### config.mk
export PLATFORM = sky130hd
export DESIGN_NAME = shape_masked_alpha_fill_flat
export DESIGN_NICKNAME = d
export VERILOG_FILES = /design/src/design/smaf_pkg.sv /design/src/design/smaf_if.sv /design/src/design/smaf_cover.sv /design/src/design/smaf_blend.sv /design/src/design/shape_masked_alpha_fill.sv /design/src/flat_wrapper.sv
export SDC_FILE = /design/constraint.sdc
export NUM_CORES = 2
export LEC_CHECK = 0
export BUFFER_PORTS_ARGS = -buffer_cell sky130_fd_sc_hd__buf_4
export CAP_MARGIN = 10
export CORE_MARGIN = 2
export CORE_UTILIZATION = 40
export CTS_CLUSTER_SIZE = 10
export DETAILED_ROUTE_END_ITERATION = 10
export HOLD_SLACK_MARGIN = 0.06
export PLACE_DENSITY = 0.57
export SYNTH_ARGS = -nofsm -noshare
export SYNTH_HDL_FRONTEND = slang
export SYNTH_SLANG_ARGS = --single-unit
### constraint.sdc
create_clock -name clk -period 26.3 [get_ports clk]
set_input_delay 5.26 -clock clk [delete_from_list [all_inputs] [get_ports clk]]
set_output_delay 5.26 -clock clk [all_outputs]
set_load 0.005 [all_outputs]
### src/design/smaf_pkg.sv
// Package for the shape-masked alpha fill block: widths, register codes,
// shared configuration type and the divide-by-255 helper. No dependencies.
`timescale 1ns / 1ps

package smaf_pkg;

	localparam int PIX_W   = 11;  // pixel coordinate
	localparam int COORD_W = 12;  // signed geometry register
	localparam int DIFF_W  = 13;  // signed pixel minus center
	localparam int SQ_W    = 24;  // dx*dx or dy*dy
	localparam int RSQ_W   = 22;  // radius squared, radius < 2048
	localparam int SUM_W   = 25;  // dx*dx + dy*dy
	localparam int COLOR_W = 32;
	localparam int CHAN_W  = 8;
	localparam int PROD_W  = 16;  // channel times weight
	localparam int CFG_IDX_W  = 3;
	localparam int CFG_DATA_W = 32;

	localparam logic [CHAN_W-1:0]  ALPHA_OPAQUE = 8'hFF;
	localparam logic [CHAN_W-1:0]  ALPHA_FORCED = 8'hFF;
	localparam logic [COLOR_W-1:0] FILL_RESET   = 32'hFF00_0000;

	typedef enum logic [CFG_IDX_W-1:0] {
		CFG_SHAPE_MODE  = 3'd0,
		CFG_LEFT_CX     = 3'd1,
		CFG_TOP_CY      = 3'd2,
		CFG_RIGHT_R     = 3'd3,
		CFG_BOTTOM      = 3'd4,
		CFG_FILL_COLOR  = 3'd5,
		CFG_ALPHA_LEVEL = 3'd6
	} cfg_idx_t;

	localparam logic SHAPE_RECT   = 1'b0;
	localparam logic SHAPE_CIRCLE = 1'b1;

	typedef struct packed {
		logic                             shape_mode;
		logic signed [COORD_W-1:0]        left_or_center_x;
		logic signed [COORD_W-1:0]        top_or_center_y;
		logic signed [COORD_W-1:0]        right_or_radius;
		logic signed [COORD_W-1:0]        bottom_edge;
		logic        [COLOR_W-1:0]        fill_color;
		logic        [CHAN_W-1:0]         alpha_level;
	} smaf_cfg_t;

	// Load enables of the three working stages.
	typedef struct packed {
		logic s1;
		logic s2;
		logic s3;
	} smaf_adv_t;

	// Exact floor(n/255) for n <= 255*255.
	function automatic logic [CHAN_W-1:0] div255(input logic [PROD_W-1:0] n);
		logic [PROD_W:0] t;
		t = {1'b0, n} + {9'd0, n[PROD_W-1:CHAN_W]} + 17'd1;
		return t[PROD_W-1:CHAN_W];
	endfunction

endpackage

### src/design/smaf_if.sv
// Valid/ready channel interfaces for pixels in and results out.
// Depends on smaf_pkg.
`timescale 1ns / 1ps

interface smaf_pix_if;
	import smaf_pkg::*;
	logic               valid;
	logic               ready;
	logic [PIX_W-1:0]   pixel_x;
	logic [PIX_W-1:0]   pixel_y;
	logic [COLOR_W-1:0] dest_color;
	modport source(output valid, pixel_x, pixel_y, dest_color, input ready);
	modport sink(input valid, pixel_x, pixel_y, dest_color, output ready);
endinterface

interface smaf_res_if;
	import smaf_pkg::*;
	logic               valid;
	logic               ready;
	logic [COLOR_W-1:0] new_color;
	logic               covered;
	modport source(output valid, new_color, covered, input ready);
	modport sink(input valid, new_color, covered, output ready);
endinterface

### src/design/smaf_cover.sv
// Coverage pipeline: rectangle compares and circle distance test over
// three register stages. Depends on smaf_pkg.
`timescale 1ns / 1ps

module smaf_cover (
	input  logic                       clk,
	input  smaf_pkg::smaf_adv_t        adv,
	input  smaf_pkg::smaf_cfg_t        cfg,
	input  logic [smaf_pkg::PIX_W-1:0] pixel_x,
	input  logic [smaf_pkg::PIX_W-1:0] pixel_y,
	output logic                       covered_s3
);
	import smaf_pkg::*;

	logic signed [DIFF_W-1:0]   xs, ys, cx, cy, lft, rgt, top, bot;
	logic signed [DIFF_W-1:0]   dx_s1, dy_s1;
	logic                       rect_s1, rect_s2;
	logic [RSQ_W-1:0]           rr_s1, rr_s2;
	logic signed [2*DIFF_W-1:0] dxx, dyy;
	logic [SQ_W-1:0]            dxx_s2, dyy_s2;
	logic [SUM_W-1:0]           dist_sq;

	assign xs  = signed'({2'b00, pixel_x});
	assign ys  = signed'({2'b00, pixel_y});
	assign cx  = DIFF_W'(cfg.left_or_center_x);
	assign cy  = DIFF_W'(cfg.top_or_center_y);
	assign lft = cx;
	assign top = cy;
	assign rgt = DIFF_W'(cfg.right_or_radius);
	assign bot = DIFF_W'(cfg.bottom_edge);

	// stage 1: differences, rectangle test, radius squared
	always_ff @(posedge clk) begin
		if (adv.s1) begin
			dx_s1   <= xs - cx;
			dy_s1   <= ys - cy;
			rect_s1 <= (xs >= lft) && (xs < rgt) && (ys >= top) && (ys < bot);
			rr_s1   <= RSQ_W'(cfg.right_or_radius[COORD_W-2:0])
				* RSQ_W'(cfg.right_or_radius[COORD_W-2:0]);
		end
	end

	// stage 2: squares
	assign dxx = (2*DIFF_W)'(dx_s1) * (2*DIFF_W)'(dx_s1);
	assign dyy = (2*DIFF_W)'(dy_s1) * (2*DIFF_W)'(dy_s1);

	always_ff @(posedge clk) begin
		if (adv.s2) begin
			dxx_s2  <= dxx[SQ_W-1:0];
			dyy_s2  <= dyy[SQ_W-1:0];
			rect_s2 <= rect_s1;
			rr_s2   <= rr_s1;
		end
	end

	// stage 3: sum and compare; negative radius covers nothing
	assign dist_sq = {1'b0, dxx_s2} + {1'b0, dyy_s2};

	always_ff @(posedge clk) begin
		if (adv.s3) begin
			if (cfg.shape_mode == SHAPE_CIRCLE)
				covered_s3 <= !cfg.right_or_radius[COORD_W-1]
					&& (dist_sq <= SUM_W'(rr_s2));
			else
				covered_s3 <= rect_s2;
		end
	end

endmodule

### src/design/smaf_blend.sv
// Blend pipeline: per-channel weighted products, sum, divide by 255 and
// opaque select, over three register stages. Depends on smaf_pkg.
`timescale 1ns / 1ps

module smaf_blend (
	input  logic                         clk,
	input  smaf_pkg::smaf_adv_t          adv,
	input  smaf_pkg::smaf_cfg_t          cfg,
	input  logic [smaf_pkg::COLOR_W-1:0] dest_color,
	output logic [smaf_pkg::COLOR_W-1:0] mixed_s3,
	output logic [smaf_pkg::COLOR_W-1:0] dest_s3
);
	import smaf_pkg::*;

	localparam int NCH = 3;

	logic [PROD_W-1:0]  ps_s1 [NCH];
	logic [PROD_W-1:0]  pd_s1 [NCH];
	logic [PROD_W-1:0]  n_s2  [NCH];
	logic [COLOR_W-1:0] dest_s1, dest_s2;
	logic               opaque_s1, opaque_s2;
	logic [CHAN_W-1:0]  inv_a;
	logic [CHAN_W-1:0]  q [NCH];

	assign inv_a = ALPHA_OPAQUE - cfg.alpha_level;

	always_ff @(posedge clk) begin
		if (adv.s1) begin
			for (int c = 0; c < NCH; c++) begin
				ps_s1[c] <= PROD_W'(cfg.fill_color[c*CHAN_W +: CHAN_W])
					* PROD_W'(cfg.alpha_level);
				pd_s1[c] <= PROD_W'(dest_color[c*CHAN_W +: CHAN_W]) * PROD_W'(inv_a);
			end
			dest_s1   <= dest_color;
			opaque_s1 <= (cfg.alpha_level == ALPHA_OPAQUE);
		end
	end

	always_ff @(posedge clk) begin
		if (adv.s2) begin
			for (int c = 0; c < NCH; c++)
				n_s2[c] <= ps_s1[c] + pd_s1[c];
			dest_s2   <= dest_s1;
			opaque_s2 <= opaque_s1;
		end
	end

	always_comb begin
		for (int c = 0; c < NCH; c++)
			q[c] = div255(n_s2[c]);
	end

	always_ff @(posedge clk) begin
		if (adv.s3) begin
			if (opaque_s2)
				mixed_s3 <= cfg.fill_color;
			else
				mixed_s3 <= {ALPHA_FORCED, q[2], q[1], q[0]};
			dest_s3 <= dest_s2;
		end
	end

endmodule

### src/design/shape_masked_alpha_fill.sv
// Top level of the shape-masked alpha fill block: configuration registers,
// pipeline handshake control and output register.
// Depends on smaf_pkg, smaf_if, smaf_cover and smaf_blend.
`timescale 1ns / 1ps

// Usage
//   pixel  : sink channel, one transaction per destination pixel (x, y, ARGB).
//   result : source channel, one transaction per pixel, same order:
//            new_color and covered.
//   cfg_*  : write port; cfg_we with cfg_index selects one of seven registers
//            (shape mode, four geometry values, fill color, alpha). Indexes
//            past the list are ignored. Write only while the pipe is empty.
// Path: the accepting edge loads stage 1; the pixel then moves through
//   stages 2 and 3 to the output register, which presents it on result.
// Throughput: one pixel per clock while result is not stalled, set by the fully pipelined datapath:
//   the squares and the channel products each sit in their own stage.
// Stall: each stage holds while its successor is full and stalled; a bubble
//   anywhere lets the stages behind it move up, so pixel.ready stays high
//   while the result register waits, until all four stages are full.
// Reset: arst_n clears all valid bits and loads the register defaults
//   (rectangle at the origin, fill 0xFF000000, alpha 255).

module shape_masked_alpha_fill (
	input  logic                            clk,
	input  logic                            arst_n,
	input  logic                            cfg_we,
	input  logic [smaf_pkg::CFG_IDX_W-1:0]  cfg_index,
	input  logic [smaf_pkg::CFG_DATA_W-1:0] cfg_data,
	smaf_pix_if.sink                        pixel,
	smaf_res_if.source                      result
);
	import smaf_pkg::*;

	smaf_cfg_t          cfg_q;
	smaf_adv_t          adv;
	logic               v_s1, v_s2, v_s3;
	logic               out_valid_q;
	logic [COLOR_W-1:0] out_color_q;
	logic               out_cov_q;
	logic               adv_out;
	logic               covered_s3;
	logic [COLOR_W-1:0] mixed_s3, dest_s3;

	// Configuration registers.
	always_ff @(posedge clk or negedge arst_n) begin
		if (!arst_n) begin
			cfg_q.shape_mode       <= SHAPE_RECT;
			cfg_q.left_or_center_x <= '0;
			cfg_q.top_or_center_y  <= '0;
			cfg_q.right_or_radius  <= '0;
			cfg_q.bottom_edge      <= '0;
			cfg_q.fill_color       <= FILL_RESET;
			cfg_q.alpha_level      <= ALPHA_OPAQUE;
		end else if (cfg_we) begin
			case (cfg_idx_t'(cfg_index))
				CFG_SHAPE_MODE:  cfg_q.shape_mode       <= cfg_data[0];
				CFG_LEFT_CX:     cfg_q.left_or_center_x <= signed'(cfg_data[COORD_W-1:0]);
				CFG_TOP_CY:      cfg_q.top_or_center_y  <= signed'(cfg_data[COORD_W-1:0]);
				CFG_RIGHT_R:     cfg_q.right_or_radius  <= signed'(cfg_data[COORD_W-1:0]);
				CFG_BOTTOM:      cfg_q.bottom_edge      <= signed'(cfg_data[COORD_W-1:0]);
				CFG_FILL_COLOR:  cfg_q.fill_color       <= cfg_data[COLOR_W-1:0];
				CFG_ALPHA_LEVEL: cfg_q.alpha_level      <= cfg_data[CHAN_W-1:0];
				default: ;
			endcase
		end
	end

	// A stage loads when it is empty or its contents move on this cycle.
	assign adv_out = !out_valid_q || result.ready;
	assign adv.s3  = !v_s3 || adv_out;
	assign adv.s2  = !v_s2 || adv.s3;
	assign adv.s1  = !v_s1 || adv.s2;

	assign pixel.ready = adv.s1;

	always_ff @(posedge clk or negedge arst_n) begin
		if (!arst_n) begin
			v_s1        <= 1'b0;
			v_s2        <= 1'b0;
			v_s3        <= 1'b0;
			out_valid_q <= 1'b0;
		end else begin
			if (adv.s1)
				v_s1 <= pixel.valid;
			if (adv.s2)
				v_s2 <= v_s1;
			if (adv.s3)
				v_s3 <= v_s2;
			if (adv_out)
				out_valid_q <= v_s3;
		end
	end

	smaf_cover u_cover (
		.clk        (clk),
		.adv        (adv),
		.cfg        (cfg_q),
		.pixel_x    (pixel.pixel_x),
		.pixel_y    (pixel.pixel_y),
		.covered_s3 (covered_s3)
	);

	smaf_blend u_blend (
		.clk        (clk),
		.adv        (adv),
		.cfg        (cfg_q),
		.dest_color (pixel.dest_color),
		.mixed_s3   (mixed_s3),
		.dest_s3    (dest_s3)
	);

	// Output register: uncovered pixels pass through untouched.
	always_ff @(posedge clk) begin
		if (adv_out) begin
			out_color_q <= covered_s3 ? mixed_s3 : dest_s3;
			out_cov_q   <= covered_s3;
		end
	end

	assign result.valid     = out_valid_q;
	assign result.new_color = out_color_q;
	assign result.covered   = out_cov_q;

endmodule
### src/flat_wrapper.sv
// flat-port wrapper written by rule: the top's interface ports become plain ports
module shape_masked_alpha_fill_flat import smaf_pkg::*;
  (clk, arst_n, cfg_we, cfg_index, cfg_data, pixel_valid, pixel_pixel_x, pixel_pixel_y, pixel_dest_color, pixel_ready, result_valid, result_new_color, result_covered, result_ready);
  smaf_pix_if pixel_i ();
  smaf_res_if result_i ();
  input  logic clk;
  input  logic arst_n;
  input  logic cfg_we;
  input  logic [smaf_pkg::CFG_IDX_W-1:0] cfg_index;
  input  logic [smaf_pkg::CFG_DATA_W-1:0] cfg_data;
  input wire logic [$bits(pixel_i.valid)-1:0] pixel_valid;
  input wire logic [$bits(pixel_i.pixel_x)-1:0] pixel_pixel_x;
  input wire logic [$bits(pixel_i.pixel_y)-1:0] pixel_pixel_y;
  input wire logic [$bits(pixel_i.dest_color)-1:0] pixel_dest_color;
  output wire logic [$bits(pixel_i.ready)-1:0] pixel_ready;
  output wire logic [$bits(result_i.valid)-1:0] result_valid;
  output wire logic [$bits(result_i.new_color)-1:0] result_new_color;
  output wire logic [$bits(result_i.covered)-1:0] result_covered;
  input wire logic [$bits(result_i.ready)-1:0] result_ready;
  assign pixel_i.valid = pixel_valid;
  assign pixel_i.pixel_x = pixel_pixel_x;
  assign pixel_i.pixel_y = pixel_pixel_y;
  assign pixel_i.dest_color = pixel_dest_color;
  assign pixel_ready = pixel_i.ready;
  assign result_valid = result_i.valid;
  assign result_new_color = result_i.new_color;
  assign result_covered = result_i.covered;
  assign result_i.ready = result_ready;
  shape_masked_alpha_fill u_core (.clk(clk), .arst_n(arst_n), .cfg_we(cfg_we), .cfg_index(cfg_index), .cfg_data(cfg_data), .pixel(pixel_i), .result(result_i));
endmodule
==> metrics.md <==
| Metric | Value |
|---|---|
| Finished Core Util | 0.442 |
| Number of global-route vias before repair | 32300 |
| Min Clock Period, post-route | 11.89 ns |
| Num CTS Buffers | 61 |
| Crit Path Class | primary input to primary output |
| CP Cell Sequence | buf_4 > nor2b_1 > nand4_1 > buf_4 > buf_4 |
| Top_reg_cell synth | edfxtp_1 |
| CP top delay family | buffers and inverters |
| Area grow syn2layout | 9.40% |
| Gate count of the mapped netlist | 4469 |
| Flops & latches, synth | 517 |
| Clock sinks | 517 |
| Depth of the worst hold-timing path | 0 |
| WL/cell | 17.3 µm |
| I/O pin count | 129 |
| Crit share post-route | 0.452 |
| Setup WS post-layout | 14.41 ns |
| Setup Viol. Count Final | 0 |
| TritonRoute pass-1 iters | 5 |
| Cell depth of the worst setup path | 5 |
| Final Max Tran Viols | 0 |
| CTS tree | done |
| CORE AREA | ~120000 µm² |
| Die W | approximately 350 µm |
| Worst-Skew Late Latency | 0.64 ns |
| Number of enable flip-flop cells after synthesis | 424 |
| Iteration-0 DRC Markers | 1522 |
| Fraction of final layout cells sized beyond drive strength 1 | 0.0826 |
| Std-Cell Rows | 127 |
| Post-synth ARST share | 0.180 |
| CP Capture Type | primary output |
| CTS Hold Buffers Added | 0 |
| Worst path required time | 21.04 ns |
| Worst slew pin tran | 1.16 ns |
| Max-slew headroom | 0.222 |
| Nets | ~5800 |
| Max-cap violation count | 0 |
| CTS Root Cell | clkbuf_16 |
| Clock Tree Buf Depth | 3 |
| Post-synth top area cell | edfxtp_1 |
| Port bufs | approximately 130 |
| Die Ht | 352 µm |
| # H-tree levels | 2 |
| Setup Buffers After CTS | 0 |
| R2R setup slack | 19.70 ns |
| Sequential share of the synthesized area | 0.311 |
| Unrepaired setup endpoints after global routing | false |
| Global-route usage over all layers | 0.179 |
| GRT Residual Overflow | 0 |
| Yosys warning total | 0 |
| Area share of the largest cell type after synthesis | 0.263 |
| Routed via count | 30500 |
| CTS resizes | 0 |
| Syn_area_per_cell | ~11 µm² |
| Post-Route Setup TNS | 0 ns |
| DR vias/cell | a little under 5 |
| Detail Route Antenna Nets | 0 |
| Clock skew | 0.0281 ns |
| Initial antenna violation count | 10 |
| Fillers | approximately 11000 |
| Syn nets | 5668 |
| Crit Path Max Fanout | 52 |
| Pre-CTS setup slack | 14.37 ns |
| Top cells by count, synth | inv_1, ha_1, fa_1 |
| Mapped cell area | 48400 µm² |
| Final wirelength | between 100000 and 150000 µm |
| CP max-delay cell | nor2b_1 |
| Final HPWL DP | between 80000 and 90000 µm |
| Hold Path Class | flip-flop to flip-flop |
| Count leader, synth | inv_1 |
| Worst Setup Start Kind | primary input |
| First-pass GRT wire length | 176000 µm |
| Post-route DRC | 0 |
| CP peak stage delay | 0.45 ns |
| Synth cell types | 74 |
| Data arrival time of the worst path | 6.63 ns |
| R2r worst-path depth | 18 |
| Placer Congestion | 0.836 |
| Die area | 124000 µm² |
| Most frequent cell on the critical path | buf_4 |
| Starting Density | 0.404 |
| Largest net degree at the start of global routing | between 70 and 80 |
| Area contributors post-synth | edfxtp_1, fa_1, ha_1 |
| Final Hold Viols | 0 |
| Crit path buffers/inverters | 3 |
| Status | finished clean |
| Clock transition at the registers of the reported paths | 0.06 ns |
| Fmax achieved | 84.1 MHz |
==> state kept, by name, indices dropped and copies added, names as in the netlist, 13 cells and up <==
name	count
u_core.cfg_q	89
u_core.result.new_color	32
u_core.u_blend.dest_s1	32
u_core.u_blend.dest_s2	32
u_core.u_blend.dest_s3	32
u_core.u_blend.mixed_s3	32
u_core.u_blend.n_s2	48
u_core.u_blend.pd_s1	48
u_core.u_blend.ps_s1	48
u_core.u_cover.dx_s1	13
u_core.u_cover.dxx_s2	23
u_core.u_cover.dy_s1	13
u_core.u_cover.dyy_s2	23
u_core.u_cover.rr_s1	21
u_core.u_cover.rr_s2	21
==> logic make-up after synthesis <==
| kind of cell | share of synthesized area |
|---|---|
| simple gates | 0.119 |
| compound gates | 0.0612 |
| mux | 0.0220 |
| xor+xnor | 0.0449 |
| buf+inv | 0.0711 |
| fa+ha+maj | 0.370 |
| flops | 0.311 |
==> final cells by class <==
cell class                 instances  area [µm²]  area share
clock buffer                     105        1720      0.0325
multi-input combinational       3035       30000       0.565
sequential                       517       15100       0.285
tap                             1612        2020      0.0381
clock inverter                    11         110     0.00208
timing repair buffer             148        1110      0.0210
inverter                         797        2990      0.0564
antenna                            4        10.0    0.000189
==> final timing paths <==
kind / from / to
setup / recovery: result_ready / pixel_ready
hold / removal: u_core.u_cover.rr_s1[15]$_DFFE_PP_ / u_core.u_cover.rr_s2[15]$_DFFE_PP_
setup reg to reg: u_core.u_cover.dy_s1[12]$_DFFE_PP_ / u_core.u_cover.dyy_s2[23]$_DFFE_PP_
hold reg to reg: u_core.u_cover.rr_s1[15]$_DFFE_PP_ / u_core.u_cover.rr_s2[15]$_DFFE_PP_
max in group asynchronous: arst_n / u_core.cfg_q[65]$_DFFE_PN0P_
min in group asynchronous: arst_n / u_core.cfg_q[14]$_DFFE_PN0P_
==> metal layers <==
layer / GRT usage / wire length (µm) / vias to the layer above
li1: - / - / 14700
met1: 0.246 / 50600 / 15300
met2: 0.300 / 51200 / 426
met3: 0.0215 / 3820 / 125
met4: 0.0430 / 2230 / 6
met5: 0 / 34 / -
==> worst reg2reg max path, delay by kind of cell, from the launching register on <==
kind	cells	cell delay, ns
compound gates	5	1.03
xor+xnor	1	0.22
fa+ha+maj	7	3.48
buf+inv	3	0.34
flops	1	0.96
simple gates	2	0.38
==> per-stage QoR <==
step                hold slack (ns)  instances  cell area (µm²)
finish                        0.416       6229            53000
floorplan                     0.400       4469            48400
global placement              0.400       6109            51200
detailed placement            0.405       6109            51200
global route                  0.422       6228            53000
CTS                           0.418       6225            53000
==> cells in the final DEF, fill, tap and decap left out, types with 6 or more instances in the layout <==
cell / Yosys / final
and3_1: 15 / 15
o21bai_1: 10 / 10
o21ai_0: 105 / 105
or3_1: 10 / 10
clkbuf_1: 110 / 41
dfstp_2: 16 / 16
nand2b_1: 129 / 129
or2_2: 12 / 12
o21a_1: 33 / 33
a21o_1: 53 / 53
nand4_1: 17 / 17
a21boi_1: 14 / 14
and2_1: 156 / 156
nand3_1: 34 / 33
nor3_1: 57 / 56
dfrtp_1: 77 / 77
xor2_1: 78 / 78
nand2_1: 346 / 345
inv_1: 796 / 795
a21oi_1: 98 / 98
fa_1: 548 / 548
a21oi_2: 8 / 8
clkbuf_16: 0 / 61
ha_1: 557 / 557
buf_4: 0 / 148
nand4b_1: 7 / 7
mux2_2: 93 / 93
o21ai_1: 28 / 28
a211oi_1: 7 / 7
xnor2_1: 165 / 165
nor2_1: 185 / 185
nor2b_1: 157 / 157
o21ai_2: 6 / 6
a31oi_1: 12 / 12
edfxtp_1: 424 / 424
o41ai_1: 10 / 10
Power is not shown: default switching activity piles up to over one toggle a cycle in this logic, so the estimate is an artifact.
